<file path="src/design/ecg_delta_rle_stream_decoder_assert.svh">
// ----------------------------------------------------------------------------
// ECG delta / run-length decoder assertion macros
// Short forms for the concurrent checks kept at the end of the top level.
// ----------------------------------------------------------------------------
`ifndef ECG_DELTA_RLE_STREAM_DECODER_ASSERT_SVH
`define ECG_DELTA_RLE_STREAM_DECODER_ASSERT_SVH

// Same-cycle implication, disabled while reset is high.
`define ECG_DRLE_ASSERT_NOW(label, clk, rst, ante, cons, msg) \
   label: assert property (@(posedge clk) disable iff (rst) (ante) |-> (cons)) \
      else $error(msg);

// Next-cycle implication, disabled while reset is high.
`define ECG_DRLE_ASSERT_NEXT(label, clk, rst, ante, cons, msg) \
   label: assert property (@(posedge clk) disable iff (rst) (ante) |=> (cons)) \
      else $error(msg);

`endif

</file>
<file path="src/design/ecg_drle_pkg.sv">
// ----------------------------------------------------------------------------
// ECG delta / run-length decoder package
// Widths, configuration types and result word shared by the decoder files.
// ----------------------------------------------------------------------------
`default_nettype none

package ecg_drle_pkg;

   // Widest field that the bit stream can carry.
   localparam int MAX_FIELD_BITS = 16;

   localparam int ACC_W    = MAX_FIELD_BITS;
   localparam int IDX_W    = $clog2(ACC_W);
   localparam int CNT_W    = $clog2(MAX_FIELD_BITS + 1);
   localparam int REF_W    = MAX_FIELD_BITS + 2;
   localparam int FLAG_W   = 16;
   localparam int CMP_W    = (ACC_W > FLAG_W) ? ACC_W : FLAG_W;
   localparam int CFG_WW   = 5;
   localparam int SAMPLE_W = 19;
   localparam int REPEAT_W = 17;
   localparam int CSR_IDX_W  = 3;
   localparam int CSR_DATA_W = 16;

   typedef enum logic [CSR_IDX_W-1:0] {
      CSR_BITS_ORIGINAL  = 3'd0,
      CSR_BITS_SCALED    = 3'd1,
      CSR_BITS_THRESHOLD = 3'd2,
      CSR_LOSSY_ENABLED  = 3'd3,
      CSR_FLAG_VALUE     = 3'd4
   } csr_index_type;

   typedef struct packed {
      logic [CFG_WW-1:0]        bits_original;
      logic [CFG_WW-1:0]        bits_scaled;
      logic [CFG_WW-1:0]        bits_threshold;
      logic                     lossy_enabled;
      logic signed [FLAG_W-1:0] flag_value;
   } cfg_type;

   localparam logic [CFG_WW-1:0]        BITS_ORIGINAL_RST  = CFG_WW'(11);
   localparam logic [CFG_WW-1:0]        BITS_SCALED_RST    = CFG_WW'(8);
   localparam logic [CFG_WW-1:0]        BITS_THRESHOLD_RST = CFG_WW'(4);
   localparam logic signed [FLAG_W-1:0] FLAG_VALUE_RST     = -FLAG_W'(8);

   typedef struct packed {
      logic signed [SAMPLE_W-1:0] sample;
      logic [REPEAT_W-1:0]        repeat_res;
      logic                       stream_end;
      logic                       truncated;
   } rsp_word_type;

   typedef struct packed {
      logic         valid;
      rsp_word_type word;
   } rsp_push_type;

   // Field width as the decoder uses it: zero acts as one, large values saturate.
   function automatic logic [CNT_W-1:0] clamp_width(input logic [CFG_WW-1:0] r);
      logic [CNT_W-1:0] w;
      if (r == '0) begin
         w = CNT_W'(1);
      end else if (int'(r) > MAX_FIELD_BITS) begin
         w = CNT_W'(MAX_FIELD_BITS);
      end else begin
         w = CNT_W'(r);
      end
      return w;
   endfunction

endpackage

`default_nettype wire

</file>
<file path="src/design/ecg_drle_req_if.sv">
// ----------------------------------------------------------------------------
// ECG decoder input channel
// One stream bit per word, with a flag on the final bit of the payload.
// ----------------------------------------------------------------------------
`default_nettype none

interface ecg_drle_req_if;
   logic valid;
   logic ready;
   logic bit_req;
   logic last;

   modport source (output valid, output bit_req, output last, input ready);
   modport sink   (input valid, input bit_req, input last, output ready);
endinterface

`default_nettype wire

</file>
<file path="src/design/ecg_drle_rsp_if.sv">
// ----------------------------------------------------------------------------
// ECG decoder result channel
// One reconstructed sample with its run length and end flags per word.
// ----------------------------------------------------------------------------
`default_nettype none

interface ecg_drle_rsp_if;
   logic                                     valid;
   logic                                     ready;
   logic signed [ecg_drle_pkg::SAMPLE_W-1:0] sample;
   logic [ecg_drle_pkg::REPEAT_W-1:0]        repeat_res;
   logic                                     stream_end;
   logic                                     truncated;

   modport source (output valid, output sample, output repeat_res, output stream_end,
                   output truncated, input ready);
   modport sink   (input valid, input sample, input repeat_res, input stream_end,
                   input truncated, output ready);
endinterface

`default_nettype wire

</file>
<file path="src/design/ecg_drle_csr_if.sv">
// ----------------------------------------------------------------------------
// ECG decoder configuration channel
// Register write port: register index and write data per word.
// ----------------------------------------------------------------------------
`default_nettype none

interface ecg_drle_csr_if;
   logic                                  valid;
   logic                                  ready;
   logic [ecg_drle_pkg::CSR_IDX_W-1:0]    reg_index;
   logic [ecg_drle_pkg::CSR_DATA_W-1:0]   wr_data;

   modport source (output valid, output reg_index, output wr_data, input ready);
   modport sink   (input valid, input reg_index, input wr_data, output ready);
endinterface

`default_nettype wire

</file>
<file path="src/design/ecg_drle_core.sv">
// ----------------------------------------------------------------------------
// ECG decoder bit parser
// Field assembly, token decode, sample rebuild; one bit per accepted cycle.
// ----------------------------------------------------------------------------
`default_nettype none

module ecg_drle_core (
   input  wire logic                  clock,
   input  wire logic                  reset,
   input  wire logic                  accept,
   input  wire logic                  bit_req,
   input  wire logic                  last,
   input  wire ecg_drle_pkg::cfg_type cfg,
   output ecg_drle_pkg::rsp_push_type push
);
   import ecg_drle_pkg::*;

   typedef enum logic [2:0] {
      PH_DESIG,
      PH_FIRST,
      PH_TOKEN,
      PH_SCALED,
      PH_COUNT
   } phase_type;

   phase_type          phase_ff,   phase_in;
   logic [ACC_W-1:0]   acc_ff,     acc_in;
   logic [CNT_W-1:0]   cnt_ff,     cnt_in;
   logic [ACC_W-1:0]   desig_ff,   desig_in;
   logic [REF_W-1:0]   ref_ff,     ref_in;
   logic [ACC_W-1:0]   pend_ff,    pend_in;

   logic [CNT_W-1:0]          fw;
   logic [CNT_W-1:0]          cnt_next;
   logic [ACC_W-1:0]          acc_shift;
   logic [ACC_W-1:0]          fmask;
   logic [ACC_W-1:0]          fval;
   logic [IDX_W-1:0]          sign_idx;
   logic [ACC_W-1:0]          tok;
   logic signed [CMP_W-1:0]   tok_cmp;
   logic signed [CMP_W-1:0]   flag_cmp;
   logic [REF_W-1:0]          scaled_sum;
   logic [SAMPLE_W-1:0]       err_sum;
   logic [SAMPLE_W-1:0]       run_sum;
   logic [ACC_W:0]            run_full;
   rsp_word_type              trunc_word;

   // Width of the field now being collected.
   always_comb begin
      case (phase_ff)
         PH_FIRST, PH_SCALED: fw = clamp_width(cfg.bits_scaled);
         PH_TOKEN, PH_COUNT:  fw = clamp_width(cfg.bits_threshold);
         default:             fw = clamp_width(cfg.bits_original);
      endcase
   end

   // Field value and its arithmetic, all from the current bit.
   always_comb begin
      acc_shift = {acc_ff[ACC_W-2:0], bit_req};
      cnt_next  = cnt_ff + CNT_W'(1);
      for (int i = 0; i < ACC_W; i++) begin
         fmask[i] = (i < int'(fw));
      end
      fval       = acc_shift & fmask;
      sign_idx   = IDX_W'(fw - CNT_W'(1));
      tok        = fval[sign_idx] ? (fval | ~fmask) : fval;
      tok_cmp    = CMP_W'($signed(tok));
      flag_cmp   = CMP_W'($signed(cfg.flag_value));
      scaled_sum = REF_W'(fval) + REF_W'(desig_ff);
      err_sum    = SAMPLE_W'(ref_ff) + SAMPLE_W'($signed(tok));
      run_sum    = SAMPLE_W'(ref_ff) + SAMPLE_W'($signed(pend_ff));
      run_full   = (fval == '0) ? ((ACC_W+1)'(1) << fw) : (ACC_W+1)'(fval);
      trunc_word = '{sample: '0, repeat_res: '0, stream_end: 1'b1, truncated: 1'b1};
   end

   always_comb begin
      phase_in = phase_ff;
      acc_in   = acc_ff;
      cnt_in   = cnt_ff;
      desig_in = desig_ff;
      ref_in   = ref_ff;
      pend_in  = pend_ff;
      push     = '0;

      if (accept) begin
         acc_in = acc_shift;
         cnt_in = cnt_next;
         if (cnt_next < fw) begin
            if (last) begin
               push = '{valid: 1'b1, word: trunc_word};
            end
         end else begin
            acc_in = '0;
            cnt_in = '0;
            case (phase_ff)
               PH_FIRST, PH_SCALED: begin
                  ref_in   = scaled_sum;
                  phase_in = PH_TOKEN;
                  push.valid           = 1'b1;
                  push.word.sample     = SAMPLE_W'(scaled_sum);
                  push.word.repeat_res = REPEAT_W'(1);
                  push.word.stream_end = last;
               end
               PH_TOKEN: begin
                  if (tok_cmp == flag_cmp) begin
                     phase_in = PH_SCALED;
                     if (last) begin
                        push = '{valid: 1'b1, word: trunc_word};
                     end
                  end else if (cfg.lossy_enabled) begin
                     pend_in  = tok;
                     phase_in = PH_COUNT;
                     if (last) begin
                        push = '{valid: 1'b1, word: trunc_word};
                     end
                  end else begin
                     push.valid           = 1'b1;
                     push.word.sample     = err_sum;
                     push.word.repeat_res = REPEAT_W'(1);
                     push.word.stream_end = last;
                  end
               end
               PH_COUNT: begin
                  pend_in  = '0;
                  phase_in = PH_TOKEN;
                  push.valid           = 1'b1;
                  push.word.sample     = run_sum;
                  push.word.repeat_res = REPEAT_W'(run_full);
                  push.word.stream_end = last;
               end
               default: begin
                  desig_in = fval;
                  phase_in = PH_FIRST;
                  if (last) begin
                     push = '{valid: 1'b1, word: trunc_word};
                  end
               end
            endcase
         end

         // A result that closes the stream starts a fresh one.
         if (push.valid && push.word.stream_end) begin
            phase_in = PH_DESIG;
            acc_in   = '0;
            cnt_in   = '0;
            desig_in = '0;
            ref_in   = '0;
            pend_in  = '0;
         end
      end
   end

   always_ff @(posedge clock) begin
      if (reset) begin
         phase_ff <= PH_DESIG;
         acc_ff   <= '0;
         cnt_ff   <= '0;
         desig_ff <= '0;
         ref_ff   <= '0;
         pend_ff  <= '0;
      end else begin
         phase_ff <= phase_in;
         acc_ff   <= acc_in;
         cnt_ff   <= cnt_in;
         desig_ff <= desig_in;
         ref_ff   <= ref_in;
         pend_ff  <= pend_in;
      end
   end

endmodule

`default_nettype wire

</file>
<file path="src/design/ecg_drle_rsp_buf.sv">
// ----------------------------------------------------------------------------
// ECG decoder result buffer
// Output register plus skid entry; input bits keep flowing until both are full.
// ----------------------------------------------------------------------------
`default_nettype none

module ecg_drle_rsp_buf (
   input  wire logic                       clock,
   input  wire logic                       reset,
   input  wire ecg_drle_pkg::rsp_push_type push,
   output logic                            in_ready,
   ecg_drle_rsp_if.source                  rsp_ch
);
   import ecg_drle_pkg::*;

   logic         out_valid_ff,  out_valid_in;
   rsp_word_type out_word_ff,   out_word_in;
   logic         skid_valid_ff, skid_valid_in;
   rsp_word_type skid_word_ff,  skid_word_in;
   logic         pop;

   assign pop      = out_valid_ff && rsp_ch.ready;
   assign in_ready = !skid_valid_ff;

   always_comb begin
      out_valid_in  = out_valid_ff;
      out_word_in   = out_word_ff;
      skid_valid_in = skid_valid_ff;
      skid_word_in  = skid_word_ff;
      if (!out_valid_ff || pop) begin
         if (skid_valid_ff) begin
            out_valid_in  = 1'b1;
            out_word_in   = skid_word_ff;
            skid_valid_in = push.valid;
            skid_word_in  = push.word;
         end else begin
            out_valid_in = push.valid;
            out_word_in  = push.word;
         end
      end else if (push.valid) begin
         skid_valid_in = 1'b1;
         skid_word_in  = push.word;
      end
   end

   always_ff @(posedge clock) begin
      if (reset) begin
         out_valid_ff  <= 1'b0;
         skid_valid_ff <= 1'b0;
      end else begin
         out_valid_ff  <= out_valid_in;
         skid_valid_ff <= skid_valid_in;
      end
      out_word_ff  <= out_word_in;
      skid_word_ff <= skid_word_in;
   end

   assign rsp_ch.valid      = out_valid_ff;
   assign rsp_ch.sample     = out_word_ff.sample;
   assign rsp_ch.repeat_res = out_word_ff.repeat_res;
   assign rsp_ch.stream_end = out_word_ff.stream_end;
   assign rsp_ch.truncated  = out_word_ff.truncated;

endmodule

`default_nettype wire

</file>
<file path="src/design/ecg_delta_rle_stream_decoder.sv">
// ----------------------------------------------------------------------------
// ECG delta / run-length stream decoder; each result word leaves from a register.
// 1 bit per cycle until the skid entry fills; a stalled result is parked in it.
// Synchronous reset restores default registers and starts a new stream.
// ----------------------------------------------------------------------------
`default_nettype none

`include "ecg_delta_rle_stream_decoder_assert.svh"

module ecg_delta_rle_stream_decoder (
   input  wire logic       clock,
   input  wire logic       reset,
   ecg_drle_req_if.sink    req_ch,
   ecg_drle_rsp_if.source  rsp_ch,
   ecg_drle_csr_if.sink    csr_ch
);
   import ecg_drle_pkg::*;

   // The stream format is a base (designated) sample, a scaled sample, and then
   // signed tokens. A token equal to the flag value announces another scaled
   // sample; any other token is an error relative to the last reference. In
   // lossy mode every error is followed by a run count that goes out as the
   // repeat field of the same word. Each field is collected, one bit per cycle
   // when not stalled, in a shift register; the decode of a completed field is a
   // short adder and compare in front of the result register.

   cfg_type      cfg_ff, cfg_in;
   rsp_push_type push;
   logic         buf_ready;
   logic         accept;

   // Configuration writes are always taken; unknown indexes are ignored.
   assign csr_ch.ready = 1'b1;

   always_comb begin
      cfg_in = cfg_ff;
      if (csr_ch.valid) begin
         case (csr_ch.reg_index)
            CSR_BITS_ORIGINAL:  cfg_in.bits_original  = csr_ch.wr_data[CFG_WW-1:0];
            CSR_BITS_SCALED:    cfg_in.bits_scaled    = csr_ch.wr_data[CFG_WW-1:0];
            CSR_BITS_THRESHOLD: cfg_in.bits_threshold = csr_ch.wr_data[CFG_WW-1:0];
            CSR_LOSSY_ENABLED:  cfg_in.lossy_enabled  = csr_ch.wr_data[0];
            CSR_FLAG_VALUE:     cfg_in.flag_value     = $signed(csr_ch.wr_data[FLAG_W-1:0]);
            default:            cfg_in = cfg_ff;
         endcase
      end
   end

   always_ff @(posedge clock) begin
      if (reset) begin
         cfg_ff <= '{bits_original:  BITS_ORIGINAL_RST,
                     bits_scaled:    BITS_SCALED_RST,
                     bits_threshold: BITS_THRESHOLD_RST,
                     lossy_enabled:  1'b0,
                     flag_value:     FLAG_VALUE_RST};
      end else begin
         cfg_ff <= cfg_in;
      end
   end

   // A bit is taken whenever the skid entry is free, even with a result waiting.
   assign req_ch.ready = buf_ready;
   assign accept       = req_ch.valid && buf_ready;

   ecg_drle_core u_core (
      .clock   (clock),
      .reset   (reset),
      .accept  (accept),
      .bit_req (req_ch.bit_req),
      .last    (req_ch.last),
      .cfg     (cfg_ff),
      .push    (push)
   );

   ecg_drle_rsp_buf u_rsp_buf (
      .clock    (clock),
      .reset    (reset),
      .push     (push),
      .in_ready (buf_ready),
      .rsp_ch   (rsp_ch)
   );

   // A truncated word always closes the stream and carries no sample.
   `ECG_DRLE_ASSERT_NOW(a_trunc_word, clock, reset, rsp_ch.valid && rsp_ch.truncated,
      rsp_ch.stream_end && rsp_ch.sample == '0 && rsp_ch.repeat_res == '0,
      "truncated result word is not an empty end-of-stream word")

   // A decoded sample always repeats at least once.
   `ECG_DRLE_ASSERT_NOW(a_repeat_nonzero, clock, reset, rsp_ch.valid && !rsp_ch.truncated,
      rsp_ch.repeat_res != '0, "decoded sample with zero repeat count")

   // Input stalls only happen with a result word waiting at the output.
   `ECG_DRLE_ASSERT_NOW(a_stall_cause, clock, reset, !req_ch.ready,
      rsp_ch.valid, "input stalled with no result pending")

   // After the parser produces a word, a result word is valid in the next cycle.
   `ECG_DRLE_ASSERT_NEXT(a_push_visible, clock, reset, push.valid,
      rsp_ch.valid, "parser result lost before the output register")

endmodule

`default_nettype wire

</file>
<file path="src/flat_wrapper.sv">
// flat-port wrapper written by rule: the top's interface ports become plain ports
module ecg_delta_rle_stream_decoder_flat import ecg_drle_pkg::*;
  (clock, reset, req_ch_valid, req_ch_bit_req, req_ch_last, req_ch_ready, rsp_ch_valid, rsp_ch_sample, rsp_ch_repeat_res, rsp_ch_stream_end, rsp_ch_truncated, rsp_ch_ready, csr_ch_valid, csr_ch_reg_index, csr_ch_wr_data, csr_ch_ready);
  ecg_drle_req_if req_ch_i ();
  ecg_drle_rsp_if rsp_ch_i ();
  ecg_drle_csr_if csr_ch_i ();
  input  wire logic clock;
  input  wire logic reset;
  input wire logic [$bits(req_ch_i.valid)-1:0] req_ch_valid;
  input wire logic [$bits(req_ch_i.bit_req)-1:0] req_ch_bit_req;
  input wire logic [$bits(req_ch_i.last)-1:0] req_ch_last;
  output wire logic [$bits(req_ch_i.ready)-1:0] req_ch_ready;
  output wire logic [$bits(rsp_ch_i.valid)-1:0] rsp_ch_valid;
  output wire logic [$bits(rsp_ch_i.sample)-1:0] rsp_ch_sample;
  output wire logic [$bits(rsp_ch_i.repeat_res)-1:0] rsp_ch_repeat_res;
  output wire logic [$bits(rsp_ch_i.stream_end)-1:0] rsp_ch_stream_end;
  output wire logic [$bits(rsp_ch_i.truncated)-1:0] rsp_ch_truncated;
  input wire logic [$bits(rsp_ch_i.ready)-1:0] rsp_ch_ready;
  input wire logic [$bits(csr_ch_i.valid)-1:0] csr_ch_valid;
  input wire logic [$bits(csr_ch_i.reg_index)-1:0] csr_ch_reg_index;
  input wire logic [$bits(csr_ch_i.wr_data)-1:0] csr_ch_wr_data;
  output wire logic [$bits(csr_ch_i.ready)-1:0] csr_ch_ready;
  assign req_ch_i.valid = req_ch_valid;
  assign req_ch_i.bit_req = req_ch_bit_req;
  assign req_ch_i.last = req_ch_last;
  assign req_ch_ready = req_ch_i.ready;
  assign rsp_ch_valid = rsp_ch_i.valid;
  assign rsp_ch_sample = rsp_ch_i.sample;
  assign rsp_ch_repeat_res = rsp_ch_i.repeat_res;
  assign rsp_ch_stream_end = rsp_ch_i.stream_end;
  assign rsp_ch_truncated = rsp_ch_i.truncated;
  assign rsp_ch_i.ready = rsp_ch_ready;
  assign csr_ch_i.valid = csr_ch_valid;
  assign csr_ch_i.reg_index = csr_ch_reg_index;
  assign csr_ch_i.wr_data = csr_ch_wr_data;
  assign csr_ch_ready = csr_ch_i.ready;
  ecg_delta_rle_stream_decoder u_core (.clock(clock), .reset(reset), .req_ch(req_ch_i), .rsp_ch(rsp_ch_i), .csr_ch(csr_ch_i));
endmodule
</file>
<file path="config.mk">
export PLATFORM = sky130hd
export DESIGN_NAME = ecg_delta_rle_stream_decoder_flat
export DESIGN_NICKNAME = d
export VERILOG_FILES = /design/src/design/ecg_drle_pkg.sv /design/src/design/ecg_drle_req_if.sv /design/src/design/ecg_drle_rsp_if.sv /design/src/design/ecg_drle_csr_if.sv /design/src/design/ecg_drle_core.sv /design/src/design/ecg_drle_rsp_buf.sv /design/src/design/ecg_delta_rle_stream_decoder.sv /design/src/flat_wrapper.sv
export VERILOG_INCLUDE_DIRS = /design/src /design/src/design
export SDC_FILE = /design/constraint.sdc
export NUM_CORES = 1
export LEC_CHECK = 0
export BUFFER_PORTS_ARGS = -buffer_cell sky130_fd_sc_hd__buf_4
export CAP_MARGIN = 10
export CORE_MARGIN = 4
export CORE_UTILIZATION = 60
export DETAILED_ROUTE_END_ITERATION = 8
export PLACE_DENSITY = 0.88
export REMOVE_ABC_BUFFERS = 1
export SKIP_CTS_REPAIR_TIMING = 1
export SLEW_MARGIN = 25
export SYNTH_ARGS = -nofsm -noshare
export SYNTH_HDL_FRONTEND = slang
export SYNTH_SLANG_ARGS = --single-unit
export TNS_END_PERCENT = 5
</file>
<file path="constraint.sdc">
create_clock -name clock -period 12.1 [get_ports clock]
set_input_delay 0.605 -clock clock [delete_from_list [all_inputs] [get_ports clock]]
set_output_delay 0.605 -clock clock [all_outputs]
set_load 0.01 [all_outputs]
</file>
# Word level (Yosys, flattened, before mapping)
# Cells that the tools add are included.
dict set report totals {
  regBits 183
  output_inout_bits 41
  input_bits 26
}
dict set report op_classes {
  n_shift 1
  n_mux 48
  reduce_logical 28
  order_cmp 21
  bitwise_logic 3
  addsub 5
  eq_ne 15
}
# op n
set ops {}
lappend ops {{$mux W39} 5}
lappend ops {{$mux W38} 5}
lappend ops {{$mux W16} 8}
lappend ops {{$pmux W38 S3} 1}
lappend ops {{$mux W18} 3}
lappend ops {{$lt A4 B5 Y1 const A} 8}
lappend ops {{$mux W5} 8}
lappend ops {{$add A18 B19 Y19} 2}
lappend ops {{$pmux W16 S2} 1}
lappend ops {{$mux W15} 2}
lappend ops {{$lt A3 B5 Y1 const A} 4}
lappend ops {{$add A16 B16 Y17} 1}
lappend ops {{$mux W17} 1}
lappend ops {{$shl A1 B5 Y17 const A} 1}
lappend ops {{$and A16 B16 Y16} 1}
lappend ops {{$eq A16 B16 Y1} 1}
lappend ops {{$logic_not A16 Y1} 1}
lappend ops {{$not A16 Y16} 1}
lappend ops {{$or A16 B16 Y16} 1}
lappend ops {{$gt A5 B5 Y1 const B} 3}
lappend ops {{$logic_not A5 Y1} 3}
lappend ops {{$eq A3 B2 Y1 const B} 4}
lappend ops {{$mux W3} 4}
lappend ops {{$reduce_and A2 Y1} 6}
lappend ops {{other kinds (29)} 46}

# Logic depth before layout (Yosys ltp)
dict set report logic_depth {
  word_depth 18
  depth_mapped 30
  ltp_nobuf 27
}

# Cells and area by module
# From an unflattened synthesis, not the netlist that was laid out.
dict set report unflattened {
  cells_unflattened 1208
  hier_area_um2 11512.3
}
# mod instances area_each_um2 seq_area_each_um2 cells_per_inst
set modules_own_cells {}
lappend modules_own_cells {ecg_drle_core 1 7124.3 1441.4 943}
lappend modules_own_cells {ecg_drle_rsp_buf 1 3021.6 2322.2 130}
lappend modules_own_cells {ecg_delta_rle_stream_decoder 1 1366.3 640.6 135}

# Least setup slack after synthesis
# Ideal clock, no wire load.
dict set report synth_path {
  path_type {flip-flop to flip-flop}
  from {register u_core.u_core.phase_ff[2]}
  to {register u_core.u_rsp_buf.skid_word_ff[0] (netlist bit), enable pin}
  n_path_buf 3
  setup_time_ns 0.446
  slack_ns 6.179
  arrival_ns 5.475
  stages_incl_launch_ff 20
  cell_sequence {dfxtp_1 > or3_1 > buf_4 > a221oi_2 > or3_1 > buf_6 > inv_2 > ha_1 > inv_1 > nand3_1 > and2_1 > a311oi_1 > a32oi_2 > o211a_1 > buf_6 > and2_1 > o2111ai_2 > nor2_4 > o311a_1 > a21oi_1}
}
dict set report synth_via {
  elab_chain_cells 16
}
# element line
set synth_rtl {}
lappend synth_rtl {{from (decl)} ecg_drle_core.sv:26} ;# phase_type phase_ff, phase_in;
lappend synth_rtl {{from (signal assigned)} ecg_drle_core.sv:162} ;# phase_ff <= phase_in;
lappend synth_rtl {{$eq A3 B3 Y1, or another cell as far along} {ecg_drle_core.sv:50, ecg_drle_core.sv:95}}
lappend synth_rtl {{$reduce_or A2 Y1 (on tied branches)} -}
lappend synth_rtl {{$pmux W5 S2} ecg_drle_core.sv:50} ;# case (phase_ff)
lappend synth_rtl {{$lt A1 B5 Y1, or another cell as far along} ecg_drle_core.sv:62} ;# fmask[i] = (i < int'(fw));
lappend synth_rtl {{$and A16 B16 Y16} ecg_drle_core.sv:64} ;# fval = acc_shift & fmask;
lappend synth_rtl {{$bmux W1 S4} ecg_drle_core.sv:66} ;# tok = fval[sign_idx] ? (fval | ~fmask) : fval;
lappend synth_rtl {{$mux W1 (not written as such)} ecg_drle_core.sv:66}
lappend synth_rtl {{$mux W16} ecg_drle_core.sv:66}
lappend synth_rtl {{$eq A16 B16 Y1} ecg_drle_core.sv:105} ;# if (tok_cmp == flag_cmp) begin
lappend synth_rtl {{$mux W39} ecg_drle_core.sv:105}
lappend synth_rtl {{$pmux W38 S3} ecg_drle_core.sv:95} ;# case (phase_ff)
lappend synth_rtl {{$mux W39 *} ecg_drle_core.sv:88} ;# if (cnt_next < fw) begin
lappend synth_rtl {{$mux W39 * (2 in a row)} ecg_drle_core.sv:85} ;# if (accept) begin
lappend synth_rtl {{$reduce_bool A2 Y1 (no line) *} -}
lappend synth_rtl {{$reduce_and A2 Y1 (no line) *} -}
lappend synth_rtl {{to (signal assigned)} ecg_drle_rsp_buf.sv:55} ;# skid_word_ff <= skid_word_in;
lappend synth_rtl {{to (decl)} ecg_drle_rsp_buf.sv:19} ;# rsp_word_type skid_word_ff, skid_word_in;
# Every way passes the cells marked *; elsewhere a longest branch is shown, timed or not. The select of a mux whose other input is x is not followed.
# A chain may end at the register's enable or synchronous reset.

# Final worst setup path
dict set report layout_path {
  from {register u_core.u_core.phase_ff[2]}
  to {register u_core.u_rsp_buf.out_word_ff (netlist bit u_core.u_rsp_buf.rsp_ch.sample[17]) (data pin)}
}
dict set report layout_via {
  elab_chain_cells 16
}
# element line
set layout_rtl {}
lappend layout_rtl {{$eq A3 B3 Y1, or another cell as far along} {ecg_drle_core.sv:50, ecg_drle_core.sv:95}}
lappend layout_rtl {{$reduce_or A2 Y1 (on tied branches)} -}
lappend layout_rtl {{$pmux W5 S2} ecg_drle_core.sv:50}
lappend layout_rtl {{$lt A1 B5 Y1, or another cell as far along} ecg_drle_core.sv:62}
lappend layout_rtl {{$and A16 B16 Y16} ecg_drle_core.sv:64}
lappend layout_rtl {{$bmux W1 S4} ecg_drle_core.sv:66}
lappend layout_rtl {{$mux W1 (not written as such)} ecg_drle_core.sv:66}
lappend layout_rtl {{$mux W16} ecg_drle_core.sv:66}
lappend layout_rtl {{$add A18 B19 Y19} ecg_drle_core.sv:70} ;# err_sum = SAMPLE_W'(ref_ff) + SAMPLE_W'($signed(tok));
lappend layout_rtl {{$mux W38} ecg_drle_core.sv:110} ;# end else if (cfg.lossy_enabled) begin
lappend layout_rtl {{$mux W39} ecg_drle_core.sv:105}
lappend layout_rtl {{$pmux W38 S3} ecg_drle_core.sv:95}
lappend layout_rtl {{$mux W39 *} ecg_drle_core.sv:88}
lappend layout_rtl {{$mux W39 * (2 in a row)} ecg_drle_core.sv:85}
lappend layout_rtl {{$mux W38 *} ecg_drle_rsp_buf.sv:31} ;# if (skid_valid_ff) begin
lappend layout_rtl {{to (signal assigned)} ecg_drle_rsp_buf.sv:54} ;# out_word_ff <= out_word_in;
lappend layout_rtl {{to (decl)} ecg_drle_rsp_buf.sv:17} ;# rsp_word_type out_word_ff, out_word_in;
# Marked as above.

==> results.txt <==
worst slew pin tran = 1.015 ns
area of the mapped netlist = 11280 um2
ranking of synthesized cells by area = edfxtp_1 (20%), dfxtp_1 (19%), ha_1 (6.9%), a21oi_1 (5.6%), nand2_1 (4.9%)
DRT iter0 DRCs = 1083
Inst Count DP = 1526
final setup TNS = 0 ns
Pleak = 5.137 nW
FF-to-FF setup slack = 4.54 ns
Worst Skew = 0.008473 ns
root buffer cell = clkbuf_16
Final Critical Period = 7.561 ns
peak fanout along the critical path = 20
DR vias = 10.24k
Placer Congestion = 0.9753
number of global-route vias before repair = 9804
layout cells sized above 1 = 11.36%
Slew headroom = 31.64%
initial antenna violation count = 0
Multi-input gate area = 6339 um2
Mapped Cells = 1289
clk sinks = 182
CORE AREA = 18210 um2
critical path launch point type = flop
Crit path required time = 12.26 ns
CTS tree = yes
worst min path class = input port to flop
CTS Buf Count = 17
hold path endpoint = u_core.cfg_ff[10]
crit end category = flop
status = finished clean
full die area = 21050 um2
Area Growth Syn to Fin = 10.14%
largest net degree at the start of global routing = 80
H-tree levels = 4
Port-buffer cells = 65
Sequential cell area = 4404 um2
Async SR Flop Fraction = 0%
drt wl/cell = 21.26 um
clock buffer depth = 2
Setup CP Type = flop to flop
die height = 145.1 um
Clk Latency, worst-skew pair = 0.45 ns
final net count = 1407
Layout Cells excl Fill = 1559
ys flop type = dfxtp_1
Max stage delay cell, worst path = or3_1
P per Cell Area = 116.6 nW/um2
Hold Fails Final Rpt = 0
row count = 49
Max-Cap Viols = 0
worst r2r path cells = 26
synthesized flop and latch total = 182
post-synth cell types = 89
grt ovf = 0
top post-synthesis cells by count = nand2_1 (148), a21oi_1 (127), dfxtp_1 (106), nor2_1 (105), edfxtp_1 (76)
total track usage = 31.05%
Synth area leader = edfxtp_1
DRC violations left = 0
crit-path max cell delay = 0.62 ns
Slew Viols, Final = 0
initial core utilization = 61.93%
Final HPWL DP = 23450 um
DR vias/cell = 6.566
final antenna-violating net count = 0
unrepaired setup endpoints after global routing = no
fill count = 1423
hold_sp = csr_ch_wr_data[10]
Yosys top cell area share = 20.24%
Pre-antenna DRT Iters = 7
clock transition at the registers of the reported paths = 0.07 ns
Crit path top cell by count = o21ai_0
Tcrit/Tclk final = 62.49%
RR Startpoint = u_core.u_core.phase_ff[2]
critical path data arrival time = 7.72 ns
EDFF count, synth = 76
Avg Cell Area, Syn = 8.748 um2
Detailed Route WL = 33150 um
first-pass GRT wire length = 53100 um
fmax = 132.3 MHz
yosys warns = 0
Horiz. Die Dim = 145.1 um
maximum vdd drop = 0.0001131 V
most numerous cell in the Yosys netlist = nand2_1
register area share after synthesis = 39.06%
Crit Reg-Reg Endpoint = u_core.u_rsp_buf.rsp_ch.sample[17]
hold path depth = 3
# setup viols final = 0
io pins = 67
[cell usage in the layout, fill, tap and decap left out, drive strengths merged, types with 6 or more instances in the layout]
cell type | synthesis | routed
inv | 56 | 64
xor2 | 26 | 26
mux2i | 29 | 29
a21o | 40 | 40
nor3b | 12 | 12
a211oi | 6 | 6
a21oi | 128 | 128
or2 | 6 | 6
nand3 | 34 | 34
nand2b | 26 | 26
xnor2 | 31 | 31
buf | 18 | 79
a22oi | 12 | 12
and2 | 14 | 14
o2111ai | 7 | 7
o22ai | 13 | 13
nor2 | 108 | 108
clkbuf | 53 | 17
a221o | 8 | 8
dfxtp | 106 | 106
ha | 62 | 62
o21a | 7 | 7
o21ai | 72 | 72
or3 | 9 | 9
o221ai | 8 | 8
nor2b | 11 | 11
nand3b | 14 | 14
nand2 | 149 | 149
o211ai | 16 | 16
edfxtp | 76 | 76
nor3 | 43 | 43
a31oi | 10 | 10
[layout make-up]
class | instances | area share, %
diodes | 1 | 0.02015
well taps | 229 | 2.307
multi-input cells | 980 | 51.04
clock buffers | 17 | 3.425
inverters | 56 | 1.713
flip-flops and latches | 182 | 35.46
clock inverters | 15 | 1.259
repair buffers | 79 | 4.775
[critical path: cells and delay by family (launching register included)]
| family | cells | cell delay, ns |
|---|---|---|
| AOI/OAI and AO/OA | 16 | 3.90 |
| DFF | 1 | 0.45 |
| adders and majority gates | 2 | 0.57 |
| and+or+nand+nor | 5 | 1.82 |
| buffers and inverters | 2 | 0.31 |
| xor gates and xnor gates | 1 | 0.21 |
[per-layer routing]
layer	global-route usage (%)	part of all wire (%)	vias to the layer above
met4	15.34	5.0	0
met5	0	0	-
li1	-	-	4730
met3	4.085	7.4	127
met1	39.49	40	4851
met2	52.39	47	529
[power breakdown]
part           switching (W)  internal, W
Combinational       0.000158    0.0000740
Sequential        0.00000990     0.000652
Clock               0.000278     0.000276
[worst max path at each step]
stage,from,end,slack [ns],cells after the start
detailed placement,u_core.u_core.phase_ff[2],u_core.u_rsp_buf.rsp_ch.sample[17],4.72,26
CTS,u_core.u_core.phase_ff[2],u_core.u_rsp_buf.rsp_ch.sample[17],4.71,26
global placement,u_core.u_core.phase_ff[2],u_core.u_rsp_buf.rsp_ch.sample[17],5.00,26
global route,u_core.u_core.phase_ff[0],u_core.u_rsp_buf.rsp_ch.sample[17],4.01,26
finish,u_core.u_core.phase_ff[2],u_core.u_rsp_buf.rsp_ch.sample[17],4.54,26
floorplan,u_core.u_core.phase_ff[2],u_core.u_rsp_buf.skid_word_ff[0],5.69,16
[kinds of logic (layout without fill, tap and decap cells)]
logic type	Yosys count	after routing	synth area share, %
simple gates	448	448	19.02
fa+ha+maj	65	65	7.412
mux	29	29	2.574
xor+xnor	57	57	4.427
compound gates	380	380	22.59
other cells	1	2	0.03326
flops	182	182	39.06
buf+inv	127	167	4.882
[through the flow]
| stage | power, W | setup WS (ns) | area (um2) | util, % | hold slack (ns) |
|---|---|---|---|---|---|
| 6_report | 0.001448 | 4.539 | 12420 | 68.21 | 0.3643 |
| 5_1_grt | 0.001492 | 4.012 | 12420 | 68.19 | 0.3757 |
| 4_1_cts | 0.001441 | 4.711 | 12410 | 68.17 | 0.3604 |
| 3_5_place_dp | 0.0009008 | 4.722 | 11830 | 64.98 | 0.4628 |
| 3_3_place_gp | 0.0008985 | 4.998 | 11830 | 64.96 | 0.4542 |
| 2_1_floorplan | 0.0008144 | 5.688 | 10940 | - | 0.4348 |
[flip-flops by register name, summed over array words and instances (netlist names)]
register,count
u_core.u_rsp_buf.skid_word_ff,38
u_core.cfg_ff,32
u_core.u_rsp_buf.rsp_ch.sample,19
u_core.u_core.ref_ff,17
u_core.u_rsp_buf.rsp_ch.repeat_res,17
u_core.u_core.desig_ff,16
u_core.u_core.pend_ff,16
u_core.u_core.acc_ff,15
u_core.u_core.cnt_ff,5
u_core.u_core.phase_ff,3
u_core.u_rsp_buf.rsp_ch.stream_end,1
u_core.u_rsp_buf.rsp_ch.truncated,1
u_core.u_rsp_buf.rsp_ch.valid,1
u_core.u_rsp_buf.skid_valid_ff,1
Note: power is estimated with default switching activity, not from simulation.
